==> config.mk <==
export PLATFORM = sky130hd
export DESIGN_NAME = semver_string_parser
export DESIGN_NICKNAME = d
export VERILOG_FILES = /design/src/hdl/svp_pkg.sv /design/src/hdl/semver_string_parser.sv /design/src/hdl/svp_parse.sv
export SDC_FILE = /design/constraint.sdc
export NUM_CORES = 1
export LEC_CHECK = 0
export BUFFER_PORTS_ARGS = -buffer_cell sky130_fd_sc_hd__buf_4
export CORE_ASPECT_RATIO = 0.75
export CORE_UTILIZATION = 61
export CTS_BUF_LIST = sky130_fd_sc_hd__clkbuf_4
export DETAILED_ROUTE_END_ITERATION = 10
export GPL_TIMING_DRIVEN = 0
export PLACE_DENSITY = 0.83
export SYNTH_ARGS = -nofsm -noshare
export SYNTH_HDL_FRONTEND = slang
export SYNTH_SLANG_ARGS = --single-unit
==> constraint.sdc <==
create_clock -name clk -period 7.4 [get_ports clk]
set_clock_uncertainty 0.05 [all_clocks]
set_input_delay 0.37 -clock clk [delete_from_list [all_inputs] [get_ports clk]]
set_output_delay 0.37 -clock clk [all_outputs]
set_load 0.01 [all_outputs]
==> src/hdl/svp_pkg.sv <==
// Shared types, character codes and character-class functions of the version parser.
`default_nettype none

package svp_pkg;

  localparam int unsigned NUM_W = 31;

  localparam logic [7:0] CH_NUL   = 8'h00;
  localparam logic [7:0] CH_ZERO  = 8'h30;
  localparam logic [7:0] CH_NINE  = 8'h39;
  localparam logic [7:0] CH_DOT   = 8'h2E;
  localparam logic [7:0] CH_DASH  = 8'h2D;
  localparam logic [7:0] CH_UNDER = 8'h5F;
  localparam logic [7:0] CH_PLUS  = 8'h2B;
  localparam logic [7:0] CH_LO_A  = 8'h61;
  localparam logic [7:0] CH_LO_Z  = 8'h7A;
  localparam logic [7:0] CH_UP_A  = 8'h41;
  localparam logic [7:0] CH_UP_Z  = 8'h5A;

  typedef logic [NUM_W-1:0] num_t;

  typedef struct packed {
    logic ok;
    num_t major;
    num_t minor;
    num_t patch;
  } result_t;

  function automatic logic is_digit(input logic [7:0] c);
    return (c >= CH_ZERO) && (c <= CH_NINE);
  endfunction

  function automatic logic is_tag(input logic [7:0] c);
    return is_digit(c) ||
           ((c >= CH_LO_A) && (c <= CH_LO_Z)) ||
           ((c >= CH_UP_A) && (c <= CH_UP_Z)) ||
           (c == CH_DOT) || (c == CH_DASH) || (c == CH_UNDER);
  endfunction

endpackage

`default_nettype wire

==> src/hdl/semver_string_parser.sv <==
// Top level of the version string parser: input register, parse core, result register.
//
// Usage: the string arrives one byte per request on the input channel
// (in_valid, in_stall, in_char_byte); a zero byte ends it. Each zero byte
// yields exactly one request on the result channel carrying valid_res and
// the major, minor and patch numbers (all three zero when the string is bad).
// Non-zero bytes yield no result.
//
// Throughput is one byte per cycle while in_stall is low. A byte is captured
// in the input register when it is accepted and is processed from there; a
// zero byte loads the result register as it is processed, and out_valid
// comes from that register.
//
// When the receiver stalls, the result waits in the output register and the
// block keeps taking and parsing the following non-zero bytes. Only a second
// zero byte has to wait; it then holds the input register and in_stall rises
// until the pending result is taken.
//
// Reset (rst_n low, synchronous) empties both registers and returns the
// parser to the start of a string.
`default_nettype none

module semver_string_parser (
  input  wire logic                 clk,
  input  wire logic                 rst_n,
  input  wire logic                 in_valid,
  output logic                      in_stall,
  input  wire logic [7:0]           in_char_byte,
  output logic                      out_valid,
  input  wire logic                 out_stall,
  output logic                      out_valid_res,
  output logic [svp_pkg::NUM_W-1:0] out_major_num,
  output logic [svp_pkg::NUM_W-1:0] out_minor_num,
  output logic [svp_pkg::NUM_W-1:0] out_patch_num
);
  import svp_pkg::*;

  logic [7:0] byte_r;
  logic       byte_vld_r, byte_vld_nxt;
  logic       out_vld_r, out_vld_nxt;
  result_t    out_res_r;
  result_t    res;
  logic       out_free;
  logic       consume;
  logic       is_end;

  // The held byte is consumed unless it is an end byte and the previous
  // result has not been taken yet.
  assign is_end   = (byte_r == CH_NUL);
  assign out_free = !out_vld_r || !out_stall;
  assign consume  = byte_vld_r && (!is_end || out_free);
  assign in_stall = byte_vld_r && !consume;

  svp_parse u_parse (
    .clk     (clk),
    .rst_n   (rst_n),
    .step_en (consume),
    .ch      (byte_r),
    .res     (res)
  );

  always_comb begin
    byte_vld_nxt = byte_vld_r;
    if (in_valid && !in_stall) begin
      byte_vld_nxt = 1'b1;
    end else if (consume) begin
      byte_vld_nxt = 1'b0;
    end

    out_vld_nxt = out_vld_r;
    if (consume && is_end) begin
      out_vld_nxt = 1'b1;
    end else if (!out_stall) begin
      out_vld_nxt = 1'b0;
    end
  end

  always_ff @(posedge clk) begin
    if (!rst_n) begin
      byte_vld_r <= 1'b0;
      out_vld_r  <= 1'b0;
    end else begin
      byte_vld_r <= byte_vld_nxt;
      out_vld_r  <= out_vld_nxt;
    end
  end

  // Payload registers carry no reset.
  always_ff @(posedge clk) begin
    if (in_valid && !in_stall) begin
      byte_r <= in_char_byte;
    end
    if (consume && is_end) begin
      out_res_r <= res;
    end
  end

  assign out_valid     = out_vld_r;
  assign out_valid_res = out_res_r.ok;
  assign out_major_num = out_res_r.major;
  assign out_minor_num = out_res_r.minor;
  assign out_patch_num = out_res_r.patch;

endmodule

`default_nettype wire

==> src/hdl/svp_parse.sv <==
// Per-character parse state machine with number accumulation and result forming.
`default_nettype none

module svp_parse (
  input  wire logic             clk,
  input  wire logic             rst_n,
  input  wire logic             step_en,
  input  wire logic [7:0]       ch,
  output svp_pkg::result_t      res
);
  import svp_pkg::*;

  typedef enum logic [2:0] {
    PH_MAJOR = 3'd0,
    PH_MINOR = 3'd1,
    PH_PATCH = 3'd2,
    PH_PRE   = 3'd3,
    PH_BUILD = 3'd4
  } phase_t;

  typedef logic [NUM_W+3:0] wide_t;

  phase_t phase_r, phase_nxt;
  logic   digit_seen_r, digit_seen_nxt;
  logic   tag_nonempty_r, tag_nonempty_nxt;
  logic   failed_r, failed_nxt;
  num_t   major_r, major_nxt;
  num_t   minor_r, minor_nxt;
  num_t   acc_r, acc_nxt;

  wide_t  acc_wide;
  wide_t  acc_times10;
  logic   overflow;
  logic   ok;
  logic [3:0] dig;

  // acc * 10 + digit as two shifted copies plus the digit. For the digit
  // characters the low nibble is the digit value.
  assign dig         = ch[3:0];
  assign acc_wide    = {4'b0000, acc_r};
  assign acc_times10 = (acc_wide << 3) + (acc_wide << 1) + {{NUM_W{1'b0}}, dig};
  assign overflow    = |acc_times10[NUM_W+3:NUM_W];

  assign ok = !failed_r &&
              (((phase_r == PH_PATCH) && digit_seen_r) ||
               (((phase_r == PH_PRE) || (phase_r == PH_BUILD)) && tag_nonempty_r));

  assign res.ok    = ok;
  assign res.major = ok ? major_r : '0;
  assign res.minor = ok ? minor_r : '0;
  assign res.patch = ok ? acc_r   : '0;

  always_comb begin
    phase_nxt        = phase_r;
    digit_seen_nxt   = digit_seen_r;
    tag_nonempty_nxt = tag_nonempty_r;
    failed_nxt       = failed_r;
    major_nxt        = major_r;
    minor_nxt        = minor_r;
    acc_nxt          = acc_r;

    if (step_en) begin
      if (ch == CH_NUL) begin
        // End of string: the result is taken from the current state, then restart.
        phase_nxt        = PH_MAJOR;
        digit_seen_nxt   = 1'b0;
        tag_nonempty_nxt = 1'b0;
        failed_nxt       = 1'b0;
        major_nxt        = '0;
        minor_nxt        = '0;
        acc_nxt          = '0;
      end else if (!failed_r) begin
        case (phase_r)
          PH_MAJOR, PH_MINOR, PH_PATCH: begin
            if (is_digit(ch)) begin
              if (overflow) begin
                failed_nxt = 1'b1;
              end else begin
                acc_nxt        = acc_times10[NUM_W-1:0];
                digit_seen_nxt = 1'b1;
              end
            end else if ((phase_r != PH_PATCH) && (ch == CH_DOT) && digit_seen_r) begin
              if (phase_r == PH_MAJOR) begin
                major_nxt = acc_r;
                phase_nxt = PH_MINOR;
              end else begin
                minor_nxt = acc_r;
                phase_nxt = PH_PATCH;
              end
              acc_nxt        = '0;
              digit_seen_nxt = 1'b0;
            end else if ((phase_r == PH_PATCH) && (ch == CH_DASH) && digit_seen_r) begin
              phase_nxt        = PH_PRE;
              tag_nonempty_nxt = 1'b0;
            end else if ((phase_r == PH_PATCH) && (ch == CH_PLUS) && digit_seen_r) begin
              phase_nxt        = PH_BUILD;
              tag_nonempty_nxt = 1'b0;
            end else begin
              failed_nxt = 1'b1;
            end
          end
          PH_PRE: begin
            if (is_tag(ch)) begin
              tag_nonempty_nxt = 1'b1;
            end else if ((ch == CH_PLUS) && tag_nonempty_r) begin
              phase_nxt        = PH_BUILD;
              tag_nonempty_nxt = 1'b0;
            end else begin
              failed_nxt = 1'b1;
            end
          end
          PH_BUILD: begin
            if (is_tag(ch)) begin
              tag_nonempty_nxt = 1'b1;
            end else begin
              failed_nxt = 1'b1;
            end
          end
          default: begin
            failed_nxt = 1'b1;
          end
        endcase
      end
    end
  end

  always_ff @(posedge clk) begin
    if (!rst_n) begin
      phase_r        <= PH_MAJOR;
      digit_seen_r   <= 1'b0;
      tag_nonempty_r <= 1'b0;
      failed_r       <= 1'b0;
      major_r        <= '0;
      minor_r        <= '0;
      acc_r          <= '0;
    end else begin
      phase_r        <= phase_nxt;
      digit_seen_r   <= digit_seen_nxt;
      tag_nonempty_r <= tag_nonempty_nxt;
      failed_r       <= failed_nxt;
      major_r        <= major_nxt;
      minor_r        <= minor_nxt;
      acc_r          <= acc_nxt;
    end
  end

endmodule

`default_nettype wire

# == Word level (Yosys, flattened, before mapping) ==
# Cells that the tools add are included.
# Widths: inputs -> output; s select.
# classes
add_sub_neg,2
n_lt_le_gt_ge,6
n_eq_ne,22
n_mux,59
n_reduce_logical,48
# op_table
op,n
$mux 31,18
$add 34x32->35,1
$add 35x4->35,1
$mux 1,29
$eq 8x6->1 const B,3
$mux 3,8
$ne 3x3->1 const B,6
$logic_and 1x1->1,17
$ge 8x7->1 const B,2
$le 8x7->1 const B,2
$reduce_and 6->1,2
$logic_or 1x1->1,9
$eq 8x7->1 const B,1
$ge 8x6->1 const B,1
$le 8x6->1 const B,1
$logic_not 8->1,1
$reduce_and 8->1,1
$reduce_bool 2->1,4
$reduce_and 7->1,1
$eq 3x2->1 const B,2
$logic_not 1->1,6
$ne 2x2->1 const B,3
$pmux 1 s3,2
$pmux 3 s2,1
14 further kinds,15
# totals
ff_bits,203
in_bits,12
output_inout_bits,96
word_cells,151

# == Longest topological paths before layout ==
# Gate-level depths: netlist of run 1.
# logic_depth
word_depth,11
depth_mapped,14
ltp_nobuf,13

# == By module ==
# Synthesis of run 1 repeated with hierarchy kept, for this count alone.
# hier_totals
hier_cells,965
area_unflattened_um2,10249.8
# by_module_without_submodules
mod,instances,cells_each,area_each_um2,seq_area_each_um2
svp_parse,1,845,7035.5,1981.9
semver_string_parser,1,120,3214.3,3103.0

# == Least setup slack after synthesis of run 1 ==
# OpenSTA, ideal clock, no wires.
# synth_path
path_type,flip-flop to flip-flop
startpoint,register byte_r[1]
endpoint,register u_parse.acc_r[0]
setup_time_ns,0.117
t_arrival_ns,6.596
required_time_ns,7.233
path_slack_ns,0.637
path_stages_with_launch,11
n_path_buf,3
period_less_slack_ns,6.763
cell_sequence,edfxtp_1 > clkbuf_1 > nor4_1 > nand2_1 > or4_1 > buf_2 > nor2_1 > a31oi_2 > a221o_1 > buf_2 > a22o_1
# synth_between
elab_chain_cells,6
word_cells_on_any_way,21
classes_between,add/sub: 1; order compare: 2; eq/ne: 3; mux: 4; reduce/logical: 11
# synth_lines
item,line_no,source
"start, declared",semver_string_parser.sv:38,logic [7:0] byte_r;
"start signal, assigned",semver_string_parser.sv:91,byte_r <= in_char_byte;
branches (longest 6 deep; another with $add 35x4->35),--,
"end signal, assigned",svp_parse.sv:143,acc_r <= acc_nxt;
"end, declared",svp_parse.sv:29,"num_t acc_r, acc_nxt;"
# Several ways; the timed one is not identified. The select of a mux whose other input is x is not followed.
# A chain may end at the register's enable or synchronous reset.

# == Worst setup path in the final report of run 1 ==
# layout_path
startpoint,register u_parse.acc_r[2]
endpoint,register u_parse.acc_r[1]
# layout_between
elab_chain_cells,5
# layout_lines
item,line_no,source
$add 34x32->35,svp_parse.sv:41,"assign acc_times10 = (acc_wide << 3) + (acc_wide << 1) + {{NUM_W{1'b0}}, dig};"
$add 35x4->35,svp_parse.sv:41,
$reduce_or 4->1,svp_parse.sv:42,assign overflow = |acc_times10[NUM_W+3:NUM_W];
$ne 3x3->1 (no line),--,
$reduce_and 5->1 (no line),--,
# Every way passes these cells.

==> results_dict.tcl, run 1 <==
set metrics [dict create \
    clk_transition_reported_paths_ns 0.07 \
    crit_chain "inv_1 -> fa_1 -> fa_1 -> nor2b_1 -> o31ai_1 -> a21oi_1 -> a221oi_2 -> nor2_1 -> a2111o_1 -> a221o_1 -> buf_2 -> a22o_1" \
    dp_wirelength_um 17000 \
    hold_path.startpoint "out_stall" \
    grt_max_degree 40 \
    detailedRoute.firstPassIterationCount 5 \
    mappedNetlistArea_um2 9780 \
    cell_with_the_largest_stage_delay_on_the_worst_path "fa_1" \
    numClockSinks 203 \
    vdd_ir_drop_max_mv 0.129 \
    pre_cts_ws_ns 3.15 \
    crit_type "flop to flop" \
    status "finished, final reports clean" \
    max_stage_delay_ns 0.57 \
    timing.final.ws_setup_ns 3.08 \
    rows 39 \
    worst_r2r_end "u_parse.acc_r[1]" \
    max_cap_viols 0 \
    floorplan.die.width_um 148 \
    hold_crit_depth 3 \
    sequential_area_share_after_synthesis 0.520 \
    worst_slew_pin_slew_ns 0.960 \
    power.leakage_uw 0.00483 \
    clockRootBuffer "clkbuf_4" \
    wl_um 23700 \
    dieArea_um2 16500 \
    viasPerCell 5.86 \
    port_buffers 107 \
    route.detailed.drc 0 \
    drt.antenna.violating_nets 0 \
    drt-initial-drc-count 747 \
    slew-limit-headroom 0.355 \
    synthToLayoutAreaGrowth_pct 18.6 \
    r2r_cells 12 \
    synth.avg_cell_area_um2 10.1 \
    postSynth.asyncResetShare 0 \
    finalCoreUtilization 0.752 \
    grt_pass1_wl_um 38500 \
    rsz0062_at_grt "no" \
    routabilityCongestion 0.895 \
    design.core.area_um2 15400 \
    tritoncts.num_buffers 46 \
    num-nets-final 1210 \
    antenna_found_initial 1 \
    min-delay-path-class "primary input to flop" \
    globalRouteOverflowTotal 0 \
    detailroute.via_count 8081 \
    worst-r2r-setup-slack_ns 3.08 \
    fillCellCount 1072 \
    critPathRequiredTime_ns 7.87 \
    worstPathArrival_ns 4.80 \
    worstHoldEndpoint "out_valid" \
    die_height_um 112 \
    postSynth.topFlopCell "edfxtp_1" \
    critical_path.reg2reg.startpoint "u_parse.acc_r[2]" \
    yosys.cell_types.count 65 \
    tritoncts "done" \
    timing_max_transition_violations_final 0 \
    wl_per_cell_um 17.2 \
    crit_family "compound AO/OA/AOI/OAI gates" \
    ctsLongestPathBuffers 3 \
    final_layout_size_suffix_gt1_frac 0.178 \
    critical_path.startpoint_type "flop" \
    grt_pass1_vias 7657 \
    cp_num_buf_inv 2 \
    crit_path_max_fanout 10 \
    achievable-frequency_mhz 231 \
    htreeDepth 2 \
    worstSkewPairLatency_ns 0.67 \
    synth.yosys.warnings 0 \
    finalPower_uw 2100 \
    synth.net_count 1042 \
    critPathMostFrequentCell "fa_1" \
    io-pin-count 108 \
    timing.final.hold_violations 0 \
    min_period_over_period 0.584 \
    final_period_minus_worst_setup_slack_ns 4.32 \
    pwr_density_cell_nw_per_um2 181 \
    globalRouteTotalUtil 0.295 \
    synth_seq_cells 203 \
    floorplan.initialDensity 0.634 \
    post_synth_edffs 102 \
    synth_cells 967 \
    setup_viol 0 \
    type_of_element_capturing_the_critical_path "flop" \
]
## timing repair
item,4_1_cts,5_1_grt
hold buffers,11,0
hold endpoints to repair,11,0
gates resized for setup,0,0
buffers inserted,0,0
## synth_stat cells, types with 16 or more instances
cell / number / area share
o21ai_0: 21 / 0.011
edfxtp_1: 102 / 0.31
xnor2_1: 16 / 0.014
inv_1: 18 / 0.0069
nand3_1: 67 / 0.034
and2_1: 92 / 0.059
a21oi_1: 105 / 0.054
ha_1: 61 / 0.078
nor3_1: 17 / 0.0087
nand2_1: 104 / 0.040
nor2_1: 45 / 0.017
a22o_1: 28 / 0.025
dfxtp_1: 101 / 0.21
clkbuf_1: 53 / 0.020
## logic make-up after synthesis
| family | after synthesis | synth area share |
|---|---|---|
| adder cells (fa/ha/maj) | 63 | 0.0822 |
| flip-flops | 203 | 0.520 |
| AND/OR/NAND/NOR | 367 | 0.189 |
| AO/OA/AOI/OAI | 224 | 0.150 |
| buffers and inverters | 82 | 0.0328 |
| XOR/XNOR | 25 | 0.0224 |
| multiplexers | 3 | 0.00320 |
## sequential cells by signal (all words and copies together) (netlist names), 3 cells and up
| name | flops |
|---|---|
| u_parse.minor_r | 31 |
| out_major_num | 31 |
| u_parse.acc_r | 31 |
| u_parse.phase_r | 3 |
| u_parse.major_r | 31 |
| byte_r | 8 |
| out_minor_num | 31 |
| out_patch_num | 31 |
## cells in the final DEF, fill, tap and decap left out, types with 3 or more instances in the layout
cell type | Yosys | routed
buf_4 | 0 | 107
a21oi_1 | 105 | 105
nand2_1 | 104 | 104
edfxtp_1 | 102 | 102
dfxtp_1 | 101 | 101
and2_1 | 92 | 92
clkbuf_4 | 0 | 72
nand3_1 | 67 | 67
ha_1 | 61 | 61
clkbuf_1 | 53 | 53
nor2_1 | 45 | 44
a22o_1 | 28 | 28
o21ai_0 | 21 | 21
inv_1 | 18 | 18
nor3_1 | 17 | 17
xnor2_1 | 16 | 16
nand4_1 | 11 | 11
clkinv_1 | 1 | 11
dlygate4sd3_1 | 0 | 11
buf_2 | 10 | 10
a211oi_1 | 10 | 10
a21o_1 | 9 | 9
xor2_1 | 9 | 9
nand2b_1 | 8 | 8
o211ai_1 | 6 | 6
nor2b_1 | 5 | 5
nor4_1 | 4 | 4
o31ai_1 | 4 | 4
a31oi_1 | 4 | 4
o21a_1 | 3 | 3
a32o_1 | 3 | 3
## tightest hold or removal path, cell delays in order
cell and delay (ns):
buf_4 0.07, nand2_1 0.09, a21oi_1 0.13
## per-layer routing
| metal | wire [µm] | part of all wire | global-route usage | vias up |
|---|---|---|---|---|
| li1 | - | - | - | 3873 |
| met1 | 10900 | 0.46 | 0.431 | 3789 |
| met2 | 10400 | 0.44 | 0.440 | 374 |
| met3 | 2010 | 0.085 | 0.0561 | 45 |
| met4 | 474 | 0.020 | 0.0983 | 0 |
| met5 | 0 | 0 | 0 | - |
## layout make-up
cell class	instances	area (µm²)	share of cell area
plain buffers	63	249	0.0215
flip-flops and latches	203	5080	0.438
inverters	19	71.3	0.00615
clock buffers	72	541	0.0466
multi-input cells	682	4380	0.377
diodes	1	2.50	0.000216
well taps	205	256	0.0221
clock inverters	14	62.6	0.00539
repair buffers	120	953	0.0822
## report_power, final
group	switching [µW]	internal, µW
Sequential	4.24	1170
Combinational	28.6	15.9
Clock	433	446
Total	466	1640
## stage by stage
step	hold WS, ns	TNS, ns	std cells	cell area (µm²)
global route	0.0306	0	1379	11600
floorplan	0.382	0	967	9780
global placement	0.387	-93.50	1279	10800
finish	0.0271	0	1379	11600
detailed placement	0.392	0	1281	10900
CTS	0.00759	0	1378	11600
## worst max path at each step
| stage | startpoint | to | slack (ns) | cells after the start |
|---|---|---|---|---|
| 4_1_cts | u_parse.acc_r[2] | u_parse.acc_r[3] | 3.13 | 12 |
| 5_1_grt | u_parse.acc_r[2] | u_parse.acc_r[16] | 2.81 | 12 |
| 6_report | u_parse.acc_r[2] | u_parse.acc_r[1] | 3.08 | 12 |
| 3_3_place_gp | byte_r[1] | u_parse.acc_r[16] | -1.44 | 10 |
| 2_1_floorplan | byte_r[1] | u_parse.acc_r[0] | 0.64 | 10 |
| 3_5_place_dp | u_parse.acc_r[2] | u_parse.acc_r[26] | 3.15 | 12 |
(Power assumes the default switching activity.)
==> inputs of run 2 (changes only) <==
==> constraint.sdc (replaced) <==
create_clock -name clk -period 4 [get_ports clk]
set_clock_uncertainty 0.05 [all_clocks]
set_input_delay 0.2 -clock clk [delete_from_list [all_inputs] [get_ports clk]]
set_output_delay 0.2 -clock clk [all_outputs]
set_load 0.01 [all_outputs]
==> results_dict.tcl, run 2 (synthesized netlist as in run 1, its figures left out) <==
set metrics [dict create \
    routabilityCongestion 0.898 \
    timing.final.hold_violations 0 \
    hold_crit_depth 2 \
    clk_transition_reported_paths_ns 0.08 \
    rows 39 \
    mostFrequentLayoutCells "buf_4 (117), nand2_1 (103), a21oi_1 (103)" \
    clockRootBuffer "clkbuf_4" \
    grt_util_met1 0.428 \
    whs_ns 0.212 \
    min-delay-path-class "primary input to flop" \
    grt_pass1_vias 7616 \
    status "finished, final reports clean" \
    port_buffers 107 \
    power.leakage_uw 0.00498 \
    slew-limit-headroom 0.436 \
    wl_per_cell_um 17.5 \
    synthToLayoutAreaGrowth_pct 21.4 \
    layout_commonest_cell "buf_4" \
    timing_max_transition_violations_final 0 \
    detailroute.via_count 8208 \
    numPlacedInstances 1282 \
    globalRouteTotalUtil 0.296 \
    wl_um 24400 \
    met3_usage 0.0570 \
    worst-r2r-setup-slack_ns 0.05 \
    type_of_element_capturing_the_critical_path "flop" \
    crit_path_max_fanout 5 \
    drt.antenna.violating_nets 0 \
    design.core.area_um2 15400 \
    floorplan.initialDensity 0.634 \
    busiest_layer "met2" \
    worst_slew_pin_slew_ns 0.840 \
    grt_max_degree 37 \
    achievable-frequency_mhz 253 \
    globalRouteOverflowTotal 0 \
    die_height_um 112 \
    final_period_minus_worst_setup_slack_ns 3.95 \
    critical_path.startpoint_type "flop" \
    groute.layer.met2.usage 0.453 \
    critPathRequiredTime_ns 4.50 \
    antenna_found_initial 0 \
    io-pin-count 108 \
    setup_viol 0 \
    final_layout_size_suffix_gt1_frac 0.205 \
    worstPathArrival_ns 4.45 \
    ctsLongestPathBuffers 3 \
    critical_path.reg2reg.startpoint "u_parse.acc_r[0]" \
    numClockSinks 203 \
    dieArea_um2 16500 \
    viasPerCell 5.90 \
    worst_r2r_end "u_parse.acc_r[7]" \
    hold_path.startpoint "in_char_byte[1]" \
    grt_pass1_wl_um 38600 \
    dp_wirelength_um 17000 \
    min_period_over_period 0.987 \
    crit_type "flop to flop" \
    worstSkewPairLatency_ns 0.66 \
    worstHoldEndpoint "byte_r[1]" \
    vdd_ir_drop_max_mv 0.240 \
    route.detailed.drc 0 \
    drt-initial-drc-count 736 \
    htreeDepth 2 \
    tritoncts.num_buffers 48 \
    tritoncts "done" \
    pwr_density_cell_nw_per_um2 339 \
    number_of_inserted_diodes 0 \
    max_cap_viols 0 \
    num-nets-final 1221 \
    r2r_cells 14 \
    floorplan.die.width_um 148 \
    rsz0062_at_grt "yes" \
    final_cells 1391 \
    detailedRoute.firstPassIterationCount 5 \
]
-- run 2: cell types whose count changed in the layout (fill, tap and decap cells not counted), moves of 3 or more --
cell	change
dfxtp_1	-6
buf_4	+10
buf_2	-5
clkbuf_1	-3
buf_6	+5
clkbuf_4	+4
dfxtp_2	+4
-- run 2: layout make-up --
cell class	count	area, µm²
Fill cell	1054	3550
Tap cell	205	256
Clock buffer	76	571
Clock inverter	14	86.3
Buffer	60	272
Inverter	19	71.3
Sequential cell	203	5100
Multi-Input combinational cell	682	4450
Timing Repair Buffer	132	1060
-- run 2: routing by layer --
layer | vias to the layer above | part of all wire | routed length (µm)
li1 | 3892 | - | -
met5 | - | 0 | 0
met2 | 381 | 0.45 | 11000
met3 | 42 | 0.091 | 2210
met4 | 0 | 0.017 | 403
met1 | 3893 | 0.44 | 10800
-- run 2: metrics by stage --
step	area [µm²]	worst slack [ns]	TNS [ns]	util	power [µW]
detailed placement	10900	-0.235	-6.59	0.708	2300
global route	11900	-0.0525	-0.935	0.770	4160
floorplan	9780	0.00370	0	-	2270
CTS	11700	0.0216	0	0.761	4040
global placement	10800	-0.912	-32.21	0.703	2300
finish	11900	0.0509	0	0.770	4030
-- run 2: worst max path at each step --
stage                     slack (ns)           endpoint  cells past startpoint              from
final                           0.05   u_parse.acc_r[7]                     14  u_parse.acc_r[0]
after global routing           -0.05  u_parse.acc_r[20]                     14  u_parse.acc_r[0]
after CTS                       0.02   u_parse.acc_r[2]                     14         byte_r[3]
after global placement         -0.91  u_parse.acc_r[16]                     10         byte_r[1]
after floorplan                0.004   u_parse.acc_r[0]                     10         byte_r[1]
after detailed placement       -0.24   u_parse.acc_r[2]                     12  u_parse.acc_r[2]
-- run 2: where the power goes --
group	switching (µW)	leakage [µW]	internal, µW	total (µW)
Sequential	7.82	0.00192	2170	2180
Clock	827	0.000391	932	1760
Combinational	54.0	0.00266	34.6	88.5
-- run 2: repair_timing --
action / 4_1_cts / 5_1_grt
hold buffers: 12 / 0
setup buffers: 2 / 7
pin swaps: 4 / 10
endpoints found under the hold margin: 12 / 0
endpoints found under the setup margin: 31 / 31
gates resized for setup: 7 / 33
gates cloned: 0 / 1
-- run 2: critical path, cell delays in order, from the launching register on --
cell and delay [ns]:
dfxtp_4 0.40, inv_1 0.08, fa_2 0.59, inv_2 0.06, ha_4 0.28, a211oi_4 0.06
o211ai_2 0.20, nand2_2 0.11, o311ai_4 0.31, nor3b_4 0.24, mux2i_1 0.10, a2111o_1 0.46
a221o_2 0.48, buf_2 0.20, a22o_1 0.22
==> inputs of run 3 (changes only) <==
--- a/config.mk
+++ b/config.mk
@@ -7,11 +7,11 @@
 export LEC_CHECK = 0
 export BUFFER_PORTS_ARGS = -buffer_cell sky130_fd_sc_hd__buf_4
 export CORE_ASPECT_RATIO = 0.75
-export CORE_UTILIZATION = 61
-export CTS_BUF_LIST = sky130_fd_sc_hd__clkbuf_4
+export CORE_UTILIZATION = 57
+export CTS_BUF_LIST = sky130_fd_sc_hd__clkbuf_2
 export DETAILED_ROUTE_END_ITERATION = 10
 export GPL_TIMING_DRIVEN = 0
-export PLACE_DENSITY = 0.83
+export PLACE_DENSITY = 0.78
 export SYNTH_ARGS = -nofsm -noshare
 export SYNTH_HDL_FRONTEND = slang
 export SYNTH_SLANG_ARGS = --single-unit
==> constraint.sdc (replaced) <==
create_clock -name clk -period 4.2 [get_ports clk]
set_clock_uncertainty 0.05 [all_clocks]
set_input_delay 0.21 -clock clk [delete_from_list [all_inputs] [get_ports clk]]
set_output_delay 0.21 -clock clk [all_outputs]
set_load 0.01 [all_outputs]
==> results_dict.tcl, run 3 (synthesized netlist as in run 1, its figures left out) <==
set metrics [dict create \
    critical_path.startpoint_type "flop" \
    viasPerCell 5.72 \
    tritoncts.num_buffers 46 \
    final_layout_size_suffix_gt1_frac 0.190 \
    clockRootBuffer "clkbuf_2" \
    power.leakage_uw 0.00484 \
    port_buffers 107 \
    numClockSinks 203 \
    worstHoldEndpoint "byte_r[3]" \
    hold_path.startpoint "in_char_byte[3]" \
    rows 41 \
    critical_path.reg2reg.startpoint "u_parse.acc_r[2]" \
    drt.antenna.violating_nets 0 \
    htreeDepth 2 \
    globalRouteOverflowTotal 0 \
    worst_slew_pin_slew_ns 0.906 \
    detailedRoute.firstPassIterationCount 8 \
    critPathRequiredTime_ns 4.83 \
    synthToLayoutAreaGrowth_pct 18.1 \
    status "complete, but fails checks" \
    drt-initial-drc-count 655 \
    floorplan.initialDensity 0.583 \
    floorplan.die.width_um 153 \
    final_period_minus_worst_setup_slack_ns 4.06 \
    timing_max_transition_violations_final 0 \
    whs_ns 0.0991 \
    clk_transition_reported_paths_ns 0.11 \
    num-nets-final 1216 \
    worst_r2r_end "u_parse.acc_r[18]" \
    io-pin-count 108 \
    failed_checks "design-rule violations" \
    design.core.area_um2 16800 \
    grt_max_degree 38 \
    ctsLongestPathBuffers 3 \
    tritoncts "done" \
    rsz0062_at_grt "no" \
    wl_per_cell_um 16.7 \
    crit_path_max_fanout 10 \
    worstSkewPairLatency_ns 0.79 \
    setup_viol 0 \
    worst-r2r-setup-slack_ns 0.14 \
    route.detailed.drc 2 \
    worstPathArrival_ns 4.69 \
    detailroute.via_count 7961 \
    hold_crit_depth 2 \
    pwr_density_cell_nw_per_um2 299 \
    grt_pass1_wl_um 37000 \
    routabilityCongestion 0.958 \
    dieArea_um2 17700 \
    antenna_found_initial 0 \
    layout_commonest_cell "buf_4" \
    mostFrequentLayoutCells "buf_4 (114), a21oi_1 (105), nand2_1 (103)" \
    grt_pass1_vias 7411 \
    achievable-frequency_mhz 246 \
    dp_wirelength_um 16700 \
    min_period_over_period 0.966 \
    finalPower_uw 3450 \
    final_cells 1392 \
    slew-limit-headroom 0.395 \
    vdd_ir_drop_max_mv 0.210 \
    max_cap_viols 0 \
    die_height_um 115 \
    numPlacedInstances 1291 \
    timing.final.hold_violations 0 \
    r2r_cells 14 \
    wl_um 23300 \
    crit_type "flop to flop" \
    number_of_inserted_diodes 0 \
    min-delay-path-class "primary input to flop" \
    globalRouteTotalUtil 0.265 \
    type_of_element_capturing_the_critical_path "flop" \
]
-- run 3: cell count changes in the layout (fill, tap and decap cells not counted), moves of 4 or more --
cell      previous run  this run
dfxtp_1             95        99
clkbuf_2             0        73
clkinv_1            11         7
clkbuf_4            76         0
-- run 3: worst max-delay path, stage by stage (launching register included) --
cell and delay, ns:
dfxtp_4 0.41, inv_1 0.09, fa_2 0.60, inv_1 0.05
ha_1 0.31, a211oi_2 0.09, o211ai_2 0.20, nand2_2 0.10
o311ai_4 0.33, nor3b_2 0.26, mux2i_1 0.10, a2111o_1 0.49
a221o_2 0.44, buf_4 0.20, a22o_1 0.23
-- run 3: metrics by stage --
stage / worst slack [ns] / area (µm²) / TNS, ns / util
final: 0.142 / 11500 / 0 / 0.688
after detailed placement: -0.140 / 10900 / -3.42 / 0.650
after CTS: 0.00794 / 11500 / 0 / 0.684
after global routing: 0.0213 / 11500 / 0 / 0.688
after floorplan: 0.145 / 9780 / 0 / -
after global placement: -0.786 / 10900 / -23.86 / 0.647
-- run 3: how the worst max path moves through the flow --
stage,depth (start not counted),endpoint,slack (ns),start
6_report,14,u_parse.acc_r[18],0.14,u_parse.acc_r[2]
5_1_grt,14,u_parse.acc_r[18],0.02,u_parse.acc_r[2]
4_1_cts,14,u_parse.acc_r[0],0.008,byte_r[3]
3_5_place_dp,12,u_parse.acc_r[2],-0.14,u_parse.acc_r[2]
3_3_place_gp,10,u_parse.acc_r[24],-0.79,byte_r[1]
2_1_floorplan,10,u_parse.acc_r[0],0.15,byte_r[1]
-- run 3: area by class of cell --
| class | count | area (µm²) |
|---|---|---|
| Tap cell | 215 | 269 |
| Timing Repair Buffer | 126 | 1000 |
| Multi-Input combinational cell | 682 | 4410 |
| Clock buffer | 73 | 365 |
| Inverter | 19 | 71.3 |
| Clock inverter | 11 | 75.1 |
| Sequential cell | 203 | 5090 |
| Fill cell | 1349 | 5230 |
| Buffer | 63 | 267 |
-- run 3: layer usage --
layer,wire length [µm],up-vias,share of wire,GRT usage
met1,10900,3725,0.47,0.384
li1,-,3874,-,-
met2,9960,317,0.43,0.405
met4,440,0,0.019,0.0869
met3,2030,45,0.087,0.0482
met5,0,-,0,0
-- run 3: power by group --
part | switching, µW | total [µW] | leakage (µW) | internal (µW)
combinational | 50.6 | 81.8 | 0.00260 | 31.2
clock | 774 | 1290 | 0.000339 | 519
sequential | 7.31 | 2080 | 0.00190 | 2070
total | 832 | 3450 | 0.00484 | 2620
-- run 3: timing repair --
item | in CTS | in global routing
pin swaps | 1 | 4
buffers inserted | 1 | 4
setup endpoints to repair | 31 | 31
hold buffers | 12 | 0
hold endpoints to repair | 26 | 0
cloned | 0 | 0
resized for setup | 3 | 16
